--- src/rat_pkg.sv ---
// ----------------------------------------------------------------------------
// Region address translator package
// Shared types, sizes and codes for the region address translator.
// ----------------------------------------------------------------------------
package rat_pkg;

   localparam int MAX_REGIONS = 8;
   localparam int CNT_W = $clog2(MAX_REGIONS + 1);
   localparam int IDX_W = (MAX_REGIONS > 1) ? $clog2(MAX_REGIONS) : 1;

   // Queue depth must stay a power of two so the pointers wrap on their own.
   localparam int QUEUE_DEPTH = 2;
   localparam int QPTR_W = (QUEUE_DEPTH > 1) ? $clog2(QUEUE_DEPTH) : 1;
   localparam int QCNT_W = $clog2(QUEUE_DEPTH + 1);

   localparam logic CMD_ADD       = 1'b0;
   localparam logic CMD_TRANSLATE = 1'b1;

   localparam logic [2:0] ST_OK        = 3'd0;
   localparam logic [2:0] ST_FULL      = 3'd1;
   localparam logic [2:0] ST_WRAPS     = 3'd2;
   localparam logic [2:0] ST_OVERLAP   = 3'd3;
   localparam logic [2:0] ST_NOT_FOUND = 3'd4;

   typedef struct packed {
      logic        command;
      logic [31:0] address;
      logic [31:0] region_length;
      logic [31:0] host_base;
      logic [3:0]  new_type;
   } req_type;

   typedef struct packed {
      logic [2:0]  status;
      logic [31:0] host_address;
      logic [3:0]  found_type;
   } rsp_type;

   // Item after classification: end of range and host delta precomputed.
   typedef struct packed {
      logic        command;
      logic [31:0] address;
      logic [32:0] new_end;
      logic [31:0] host_delta;
      logic [3:0]  new_type;
   } cls_type;

endpackage

--- src/region_address_translator.sv ---
// An accepted item is registered in the front queue; the back end then registers its result
// in the result queue, where rsp_data shows it until it is popped.
// One item per cycle while the result queue has room; rat_back has one lookup stage.
// Each side has a two-item queue, so a stalled result side fills at most four items.
// Reset: clears the region count and both queues; table words are left as they are
// and only entries below the count are ever consulted.
// ----------------------------------------------------------------------------
// Region address translator
// Base/limit region table with add and translate commands, queue interfaces.
// ----------------------------------------------------------------------------
module region_address_translator
   import rat_pkg::*;
(
   input  logic    clock,
   input  logic    reset,
   input  logic    req_push,
   output logic    req_full,
   input  req_type req_data,
   output logic    rsp_empty,
   input  logic    rsp_pop,
   output rsp_type rsp_data
);

   // Front to back: classified item queue head and its pop.
   logic    fq_empty;
   logic    fq_pop;
   cls_type fq_item;

   // Front: accept the item, compute the range end and the host delta, queue it.
   rat_front u_front (
      .clock    (clock),
      .reset    (reset),
      .req_push (req_push),
      .req_full (req_full),
      .req_data (req_data),
      .fq_empty (fq_empty),
      .fq_item  (fq_item),
      .fq_pop   (fq_pop)
   );

   // Back: look up the table, append on a clean add, queue the result item.
   // Advance only while the result queue has room.
   rat_back u_back (
      .clock     (clock),
      .reset     (reset),
      .fq_empty  (fq_empty),
      .fq_item   (fq_item),
      .fq_pop    (fq_pop),
      .rsp_empty (rsp_empty),
      .rsp_pop   (rsp_pop),
      .rsp_data  (rsp_data)
   );

   // Any result other than a translate hit carries zero address and type.
   assert property (@(posedge clock) disable iff (reset)
      (!rsp_empty && rsp_data.status != ST_OK) |->
         (rsp_data.host_address == '0 && rsp_data.found_type == '0))
      else $error("non-hit result carries payload");

   // Never draw from an empty front queue.
   assert property (@(posedge clock) disable iff (reset)
      fq_pop |-> !fq_empty)
      else $error("pop from empty front queue");

   // Both queues come out of reset empty.
   assert property (@(posedge clock)
      $past(reset) |-> (rsp_empty && !req_full && fq_empty))
      else $error("queues not empty after reset");

   // Status codes stay within the defined set.
   assert property (@(posedge clock) disable iff (reset)
      !rsp_empty |-> (rsp_data.status == ST_OK || rsp_data.status == ST_FULL ||
                      rsp_data.status == ST_WRAPS || rsp_data.status == ST_OVERLAP ||
                      rsp_data.status == ST_NOT_FOUND))
      else $error("undefined status code");

endmodule

--- src/rat_front.sv ---
// ----------------------------------------------------------------------------
// Region address translator front end
// Accepts items, precomputes range end and host delta, queues them.
// ----------------------------------------------------------------------------
module rat_front
   import rat_pkg::*;
(
   input  logic    clock,
   input  logic    reset,
   input  logic    req_push,
   output logic    req_full,
   input  req_type req_data,
   output logic    fq_empty,
   output cls_type fq_item,
   input  logic    fq_pop
);

   cls_type             q_ff [QUEUE_DEPTH];
   logic [QPTR_W-1:0]   wr_ptr_ff, wr_ptr_in;
   logic [QPTR_W-1:0]   rd_ptr_ff, rd_ptr_in;
   logic [QCNT_W-1:0]   count_ff, count_in;
   logic                push;
   cls_type             cls;

   assign req_full = (count_ff == QCNT_W'(QUEUE_DEPTH));
   assign fq_empty = (count_ff == '0);
   assign fq_item  = q_ff[rd_ptr_ff];
   assign push     = req_push && !req_full;

   // Classify: 33-bit end for wrap and overlap tests, host minus base for lookup.
   always_comb begin
      cls.command    = req_data.command;
      cls.address    = req_data.address;
      cls.new_end    = {1'b0, req_data.address} + {1'b0, req_data.region_length};
      cls.host_delta = req_data.host_base - req_data.address;
      cls.new_type   = req_data.new_type;
   end

   always_comb begin
      wr_ptr_in = push   ? wr_ptr_ff + 1'b1 : wr_ptr_ff;
      rd_ptr_in = fq_pop ? rd_ptr_ff + 1'b1 : rd_ptr_ff;
      count_in  = count_ff + QCNT_W'(push) - QCNT_W'(fq_pop);
   end

   always_ff @(posedge clock) begin
      if (push) begin
         q_ff[wr_ptr_ff] <= cls;
      end
   end

   always_ff @(posedge clock) begin
      if (reset) begin
         wr_ptr_ff <= '0;
         rd_ptr_ff <= '0;
         count_ff  <= '0;
      end else begin
         wr_ptr_ff <= wr_ptr_in;
         rd_ptr_ff <= rd_ptr_in;
         count_ff  <= count_in;
      end
   end

endmodule

--- src/rat_back.sv ---
// ----------------------------------------------------------------------------
// Region address translator back end
// Holds the region table, runs add and translate, queues results.
// ----------------------------------------------------------------------------
module rat_back
   import rat_pkg::*;
(
   input  logic    clock,
   input  logic    reset,
   input  logic    fq_empty,
   input  cls_type fq_item,
   output logic    fq_pop,
   output logic    rsp_empty,
   input  logic    rsp_pop,
   output rsp_type rsp_data
);

   logic [31:0]        base_ff  [MAX_REGIONS];
   logic [32:0]        end_ff   [MAX_REGIONS];
   logic [31:0]        delta_ff [MAX_REGIONS];
   logic [3:0]         kind_ff  [MAX_REGIONS];
   logic [CNT_W-1:0]   entries_ff, entries_in;

   rsp_type            q_ff [QUEUE_DEPTH];
   logic [QPTR_W-1:0]  wr_ptr_ff, wr_ptr_in;
   logic [QPTR_W-1:0]  rd_ptr_ff, rd_ptr_in;
   logic [QCNT_W-1:0]  count_ff, count_in;
   logic               oq_full;
   logic               oq_pop;

   logic               table_full;
   logic               overlap;
   logic               hit;
   logic [31:0]        hit_delta;
   logic [3:0]         hit_kind;
   logic               do_write;
   rsp_type            result;

   assign oq_full   = (count_ff == QCNT_W'(QUEUE_DEPTH));
   assign rsp_empty = (count_ff == '0);
   assign rsp_data  = q_ff[rd_ptr_ff];
   assign oq_pop    = rsp_pop && !rsp_empty;
   assign fq_pop    = !fq_empty && !oq_full;
   assign table_full = (entries_ff == CNT_W'(MAX_REGIONS));

   // Compare against every live entry in parallel; keep the first hit.
   always_comb begin
      overlap   = 1'b0;
      hit       = 1'b0;
      hit_delta = '0;
      hit_kind  = '0;
      for (int i = MAX_REGIONS - 1; i >= 0; i--) begin
         if (CNT_W'(i) < entries_ff) begin
            if (({1'b0, fq_item.address} < end_ff[i]) &&
                (fq_item.new_end > {1'b0, base_ff[i]})) begin
               overlap = 1'b1;
            end
            if ((fq_item.address >= base_ff[i]) &&
                ({1'b0, fq_item.address} < end_ff[i])) begin
               hit       = 1'b1;
               hit_delta = delta_ff[i];
               hit_kind  = kind_ff[i];
            end
         end
      end
   end

   always_comb begin
      result   = '0;
      do_write = 1'b0;
      if (fq_item.command == CMD_TRANSLATE) begin
         if (hit) begin
            result.status       = ST_OK;
            result.host_address = fq_item.address + hit_delta;
            result.found_type   = hit_kind;
         end else begin
            result.status = ST_NOT_FOUND;
         end
      end else begin
         if (table_full) begin
            result.status = ST_FULL;
         end else if (fq_item.new_end[32]) begin
            result.status = ST_WRAPS;
         end else if (overlap) begin
            result.status = ST_OVERLAP;
         end else begin
            result.status = ST_OK;
            do_write      = fq_pop;
         end
      end
   end

   always_comb begin
      entries_in = do_write ? entries_ff + 1'b1 : entries_ff;
      wr_ptr_in  = fq_pop ? wr_ptr_ff + 1'b1 : wr_ptr_ff;
      rd_ptr_in  = oq_pop ? rd_ptr_ff + 1'b1 : rd_ptr_ff;
      count_in   = count_ff + QCNT_W'(fq_pop) - QCNT_W'(oq_pop);
   end

   // Append at the slot after the last live entry.
   always_ff @(posedge clock) begin
      if (do_write) begin
         base_ff[entries_ff[IDX_W-1:0]]  <= fq_item.address;
         end_ff[entries_ff[IDX_W-1:0]]   <= fq_item.new_end;
         delta_ff[entries_ff[IDX_W-1:0]] <= fq_item.host_delta;
         kind_ff[entries_ff[IDX_W-1:0]]  <= fq_item.new_type;
      end
      if (fq_pop) begin
         q_ff[wr_ptr_ff] <= result;
      end
   end

   always_ff @(posedge clock) begin
      if (reset) begin
         entries_ff <= '0;
         wr_ptr_ff  <= '0;
         rd_ptr_ff  <= '0;
         count_ff   <= '0;
      end else begin
         entries_ff <= entries_in;
         wr_ptr_ff  <= wr_ptr_in;
         rd_ptr_ff  <= rd_ptr_in;
         count_ff   <= count_in;
      end
   end

endmodule

--- config.mk ---
export PLATFORM = sky130hd
export DESIGN_NAME = region_address_translator
export DESIGN_NICKNAME = d
export VERILOG_FILES = /design/src/rat_pkg.sv /design/src/region_address_translator.sv /design/src/rat_front.sv /design/src/rat_back.sv
export SDC_FILE = /design/constraint.sdc
export NUM_CORES = 2
export LEC_CHECK = 0
export BUFFER_PORTS_ARGS = -buffer_cell sky130_fd_sc_hd__clkbuf_2
export CAP_MARGIN = 40
export CORE_UTILIZATION = 64
export CTS_CLUSTER_SIZE = 30
export DETAILED_ROUTE_END_ITERATION = 12
export PLACE_DENSITY = 0.81
export SYNTH_ARGS = -nofsm -noshare
export SYNTH_HDL_FRONTEND = slang
export SYNTH_HIERARCHICAL = 1
export SYNTH_SLANG_ARGS = --single-unit
--- constraint.sdc ---
create_clock -name clock -period 14 [get_ports clock]
set_clock_uncertainty 0.05 [all_clocks]
set_input_delay 0.7 -clock clock [delete_from_list [all_inputs] [get_ports clock]]
set_output_delay 0.7 -clock clock [all_outputs]
set_load 0.1 [all_outputs]
Word-level counts from Yosys, hierarchy flattened
Memories as Yosys holds them, arrays and structs flattened. A register that Yosys moved wholly into a read port is not among the register bits. Index checks and enable logic that the tools add are counted.

Register bits after elaboration: 12. Latch bits: 0. Memory bits (writable): 1090. Bits in read-only memories: 0. Bits of input ports: 105. Output and inout port bits: 41. Word-level logic and storage cells: 170. Memories kept: 6.

Memories: u_back.end_ff (depth 8, bits a word 33, read ports 8, clocked after memory_dff 0, write ports 1, line rat_back.sv:19) `logic [32:0] end_ff [MAX_REGIONS];`; u_back.base_ff (depth 8, bits a word 32, read ports 8, clocked after memory_dff 0, write ports 1, line rat_back.sv:18) `logic [31:0] base_ff [MAX_REGIONS];`; u_back.delta_ff (depth 8, bits a word 32, read ports 8, clocked after memory_dff 0, write ports 1, line rat_back.sv:20) `logic [31:0] delta_ff [MAX_REGIONS];`; u_front.q_ff (depth 2, bits a word 102, read ports 1, clocked after memory_dff 1, write ports 1, line rat_front.sv:18) `cls_type q_ff [QUEUE_DEPTH];`; u_back.q_ff (depth 2, bits a word 39, read ports 1, clocked after memory_dff 1, write ports 1, line rat_back.sv:24) `rsp_type q_ff [QUEUE_DEPTH];`; u_back.kind_ff (depth 8, bits a word 4, read ports 8, clocked after memory_dff 0, write ports 1, line rat_back.sv:21) `logic [3:0] kind_ff [MAX_REGIONS];`.

$add $sub $neg: 12. $mul: 0. Divide/modulo/power cells: 0. Order comparisons: 32. Equal/unequal tests: 3. Shift-type cells: 0. Mux-type cells: 85. Bitwise operators: 0. Reduce and logical (&&, ||, !) cells: 25.

Operators with widths (count): $mux 32 (16); $gt 33x32->1 (8); $lt 32x33->1 (8); $ge 32x32->1 (8); $mux 36 (2); $mux 4 (16); $mux 1 (46); $add 32x32->33 (1); $add 32x32->32 (1); $sub 32x32->32 (1); $logic_and 1x1->1 (19); $lt 3x4->1 const A (4); $mux 3 (4); $lt 1x4->1 const A (2); $lt 2x4->1 const A (2); $add 1x1->1 const B (4); $add 2x1->2 (2); $add 4x1->4 const B (1); $eq 2x2->1 const B (2); $eq 4x4->1 const B (1); $logic_not 1->1 (4); $logic_not 2->1 (2); $sub 2x1->2 (2); $mux 2 (1).

Depth between registers and ports, before layout
An unclocked memory read counts as a cell.

Depth after elaboration: 25. Gate-level depth with buffers: 31. Gate-level depth less buffers: 26.

Modules after synthesis
Netlist, hierarchy kept.

Modules (own cells, without submodules): rat_back (instances 1, cells an instance 4143, area each 50099.3 sq um, seq. area each 26785.7 sq um); rat_front (instances 1, cells an instance 870, area each 11153.2 sq um, seq. area each 6226.0 sq um).

Worst setup path before layout
Ideal clock, no wire load.

Path type: flip-flop to flip-flop. From: reg with a tool-made name. To: mem u_back.base_ff[7][0] (enable). Setup time: 684 ps. Arrival time: 10514 ps. Required time: 13266 ps. Slack: 2752 ps. Cell stages (with the launch flop): 14. Buffers on the path: 2. Period minus slack after synthesis: 11248 ps. Path through: dfxtp_1 -> clkbuf_1 -> clkbuf_1 -> mux2_2 -> ha_1 -> nand3_1 -> or3_1 -> or4_1 -> a31o_2 -> nand2_1 -> nor2_1 -> a32oi_1 -> nand4_1 -> nor3_1.

RTL lines (line): end: declaration (rat_back.sv:18).

==> out/results.tsv <==
metric	value	unit
cts_resized	0	
dieArea	96900	sq um
crit_path_max_fanout	56	
hold_viol_final	0	
p_sw	4.52	mW
syn-cell-area	61300	sq um
ys.flop_type	edfxtp_1	
antenna_found_initial	15	
seqCellArea	33000	sq um
drv_cap	0	
die_w	311	um
worstMarginPinSlew	1.05	ns
synth-edff-count	1090	
vias_per_cell	6.60	
p_seq_share	36.7	%
port-buffer-count	145	
drc	0	
hpwl	120000	um
async_flop_share	0	%
die_y	311	um
slew_headroom	29.2	%
setup_viol	0	
multi_input_area	25800	sq um
reg2reg_to	u_back/q_ff[0][35]$_DFFE_PP_	
wl	177000	um
cts.clk_slew.worst_paths	0.07	ns
yosys.area.top_type	edfxtp_1	
start_kind	flip-flop	
hold_depth	1	
via_count	43700	
clk_path_buf_depth	3	
rsz0062_at_grt	no	
synthCells	5013	
yosysUniqueCellTypes	96	
cts_setup_buffers	0	
min_path_type	primary input to flip-flop	
synth_top_area_share	53.4	%
grt_pass1_wl	261000	um
period_needed	9.58	ns
grt_util_met2	55.4	%
layout-drive-gt1-share	10.8	%
ctsHoldBuffers	0	
synth.most_common_cell	edfxtp_1	
ant_nets	0	
min_from	req_data[1]	
max_freq	104	MHz
critical_path.max_stage_delay	0.87	ns
gr-usage-met1	48.8	%
drtIter0Drc	5340	
synth-seq-area-share	53.9	%
r2r_cells	26	
setup.worst_path.end_class	flip-flop	
cts.sinks	1104	
routabilityCongestion	0.976	
insertion_delay	0.72	ns
grt-busiest-layer	met2	
fp-row-count	113	
synth-seq-cells	1104	
ir_drop	179	uV
yosysWarnings	6	
holdPathEnd	u_front/q_ff[0][1]$_DFFE_PP_	
arrival	9.97	ns
globalRouteOverflowTotal	0	
total_leakage_power	28.1	nW
post-place-ws	4.74	ns
cts_tree	yes	
crit_type	flip-flop to flip-flop	
use_met3	9.41	%
finalSetupTns	0	ns
final_max_slew_viol_count	0	
status	completed	
firstDrtPassIters	6	
synthTopCellsByCount	edfxtp_1, ha_1, inv_1, a21oi_1, nand2_1	
synthTopCellsByArea	edfxtp_1, ha_1, inv_1	
drt-wirelength-per-cell	26.7	um
final_nets	6238	
power_frac_clock	25.0	%
swShare	38.6	%
grtUsageTotal	36.2	%
root_buffer	clkbuf_16	
grt_max_degree	74	
synth_nets	5988	
cp_slowest_cell	dfxtp_4	
fin_ws	4.42	ns
core	94900	sq um
p_int	7.20	mW
p_per_area	173	nW/um^2
grt_pass1_vias	43100	
pin_count	146	
start_util	64.6	%
min_period_over_period	68.4	%
fill_cells	6337	
cp_data_required_time	14.39	ns
area_delta_synth_final	10.3	%
worst_path_most_repeated_cell	o21ai_0	
avgSynthCellArea	12.2	sq um
combPwrFrac	38.3	%
cts_buffers	111	
r2r_slack	4.42	ns
cts_max_level	3	
## placed cells by master (no fill, tap or decap), types with 60 or more instances in the layout
| cell type | n |
|---|---|
| clkbuf_16 | 111 |
| clkbuf_2 | 145 |
| edfxtp_1 | 1090 |
| mux2_2 | 142 |
| a21o_1 | 128 |
| nor2_1 | 239 |
| inv_1 | 589 |
| ha_1 | 867 |
| a21oi_1 | 328 |
| nand3_1 | 60 |
| nand4_1 | 114 |
| buf_4 | 65 |
| o21ai_0 | 244 |
| nand2_1 | 267 |
## stage by stage
step                      area (sq um)  std cells  hold WS [ns]  power (mW)  utilization, %
after floorplan                  61300       5013         0.431        7.12               -
after global routing             67600       6623         0.128        12.2            71.2
after detailed placement         64000       6414         0.467        8.69            67.5
after global placement           63800       6402         0.446        8.51            67.3
after CTS                        67600       6621         0.112        11.6            71.2
final                            67600       6627         0.145        11.7            71.2
## critical path: cells and delay by family, from the launching register on
family,cells,cell delay (ns)
mux,2,0.88
fa+ha+maj,2,0.49
simple gates,7,1.53
flops,1,0.87
buf+inv,3,1.43
compound gates,12,3.92
## power by group through the flow
stage | Sequential (mW) | Clock, mW | Combinational, mW
final | 4.31 | 2.93 | 4.49
after global routing | 4.33 | 3.07 | 4.78
after CTS | 4.31 | 2.95 | 4.36
after detailed placement | 4.37 | 0 | 4.32
after global placement | 4.37 | 0 | 4.14
after floorplan | 4.33 | 0 | 2.79
## worst max-delay path by stage
stage / end / slack [ns] / depth (start not counted)
2_1_floorplan: u_back/base_ff[7][0]$_DFFE_PP_ / 2.75 / 13
3_3_place_gp: u_back/q_ff[0][35]$_DFFE_PP_ / 4.88 / 25
3_5_place_dp: u_back/q_ff[1][35]$_DFFE_PP_ / 4.74 / 26
4_1_cts: u_back/q_ff[1][35]$_DFFE_PP_ / 4.66 / 25
5_1_grt: u_back/q_ff[0][35]$_DFFE_PP_ / 4.02 / 25
6_report: u_back/q_ff[0][35]$_DFFE_PP_ / 4.42 / 26
## flip-flops by register name, indices dropped and copies added, names as in the netlist, named ones only
| signal | cells |
|---|---|
| u_back/kind_ff | 32 |
| u_back/rd_ptr_ff | 1 |
| u_back/wr_ptr_ff | 1 |
| u_back/count_ff | 2 |
| u_back/q_ff | 78 |
| u_front/rd_ptr_ff | 1 |
| u_back/delta_ff | 256 |
| u_front/q_ff | 204 |
| u_back/entries_ff | 4 |
| u_front/count_ff | 2 |
| u_back/base_ff | 256 |
| u_front/wr_ptr_ff | 1 |
| u_back/end_ff | 264 |
## logic make-up after synthesis
| logic type | Yosys count | synth area share, % |
|---|---|---|
| multiplexers | 144 | 2.64 |
| adder cells (fa/ha/maj) | 870 | 17.8 |
| AND/OR/NAND/NOR | 1002 | 8.21 |
| buffers and inverters | 674 | 4.17 |
| XOR/XNOR | 84 | 1.20 |
| AO/OA/AOI/OAI | 1135 | 12.1 |
| flip-flops | 1104 | 53.9 |
## routing by layer
metal | up-vias | share of wire, %
li1 | 19500 | -
met1 | 21000 | 38
met2 | 2712 | 44
met3 | 518 | 13
met4 | 16 | 4.8
met5 | - | 0.059
## area by class of cell
class	count	share of cell area, %
tap	1265	2.34
sequential	1104	48.8
clock inverter	78	1.05
multi-input combinational	3235	38.2
antenna	5	0.0185
clock buffer	129	4.21
inverter	589	3.27
timing repair buffer	222	2.08
(Power assumes the default switching activity.)
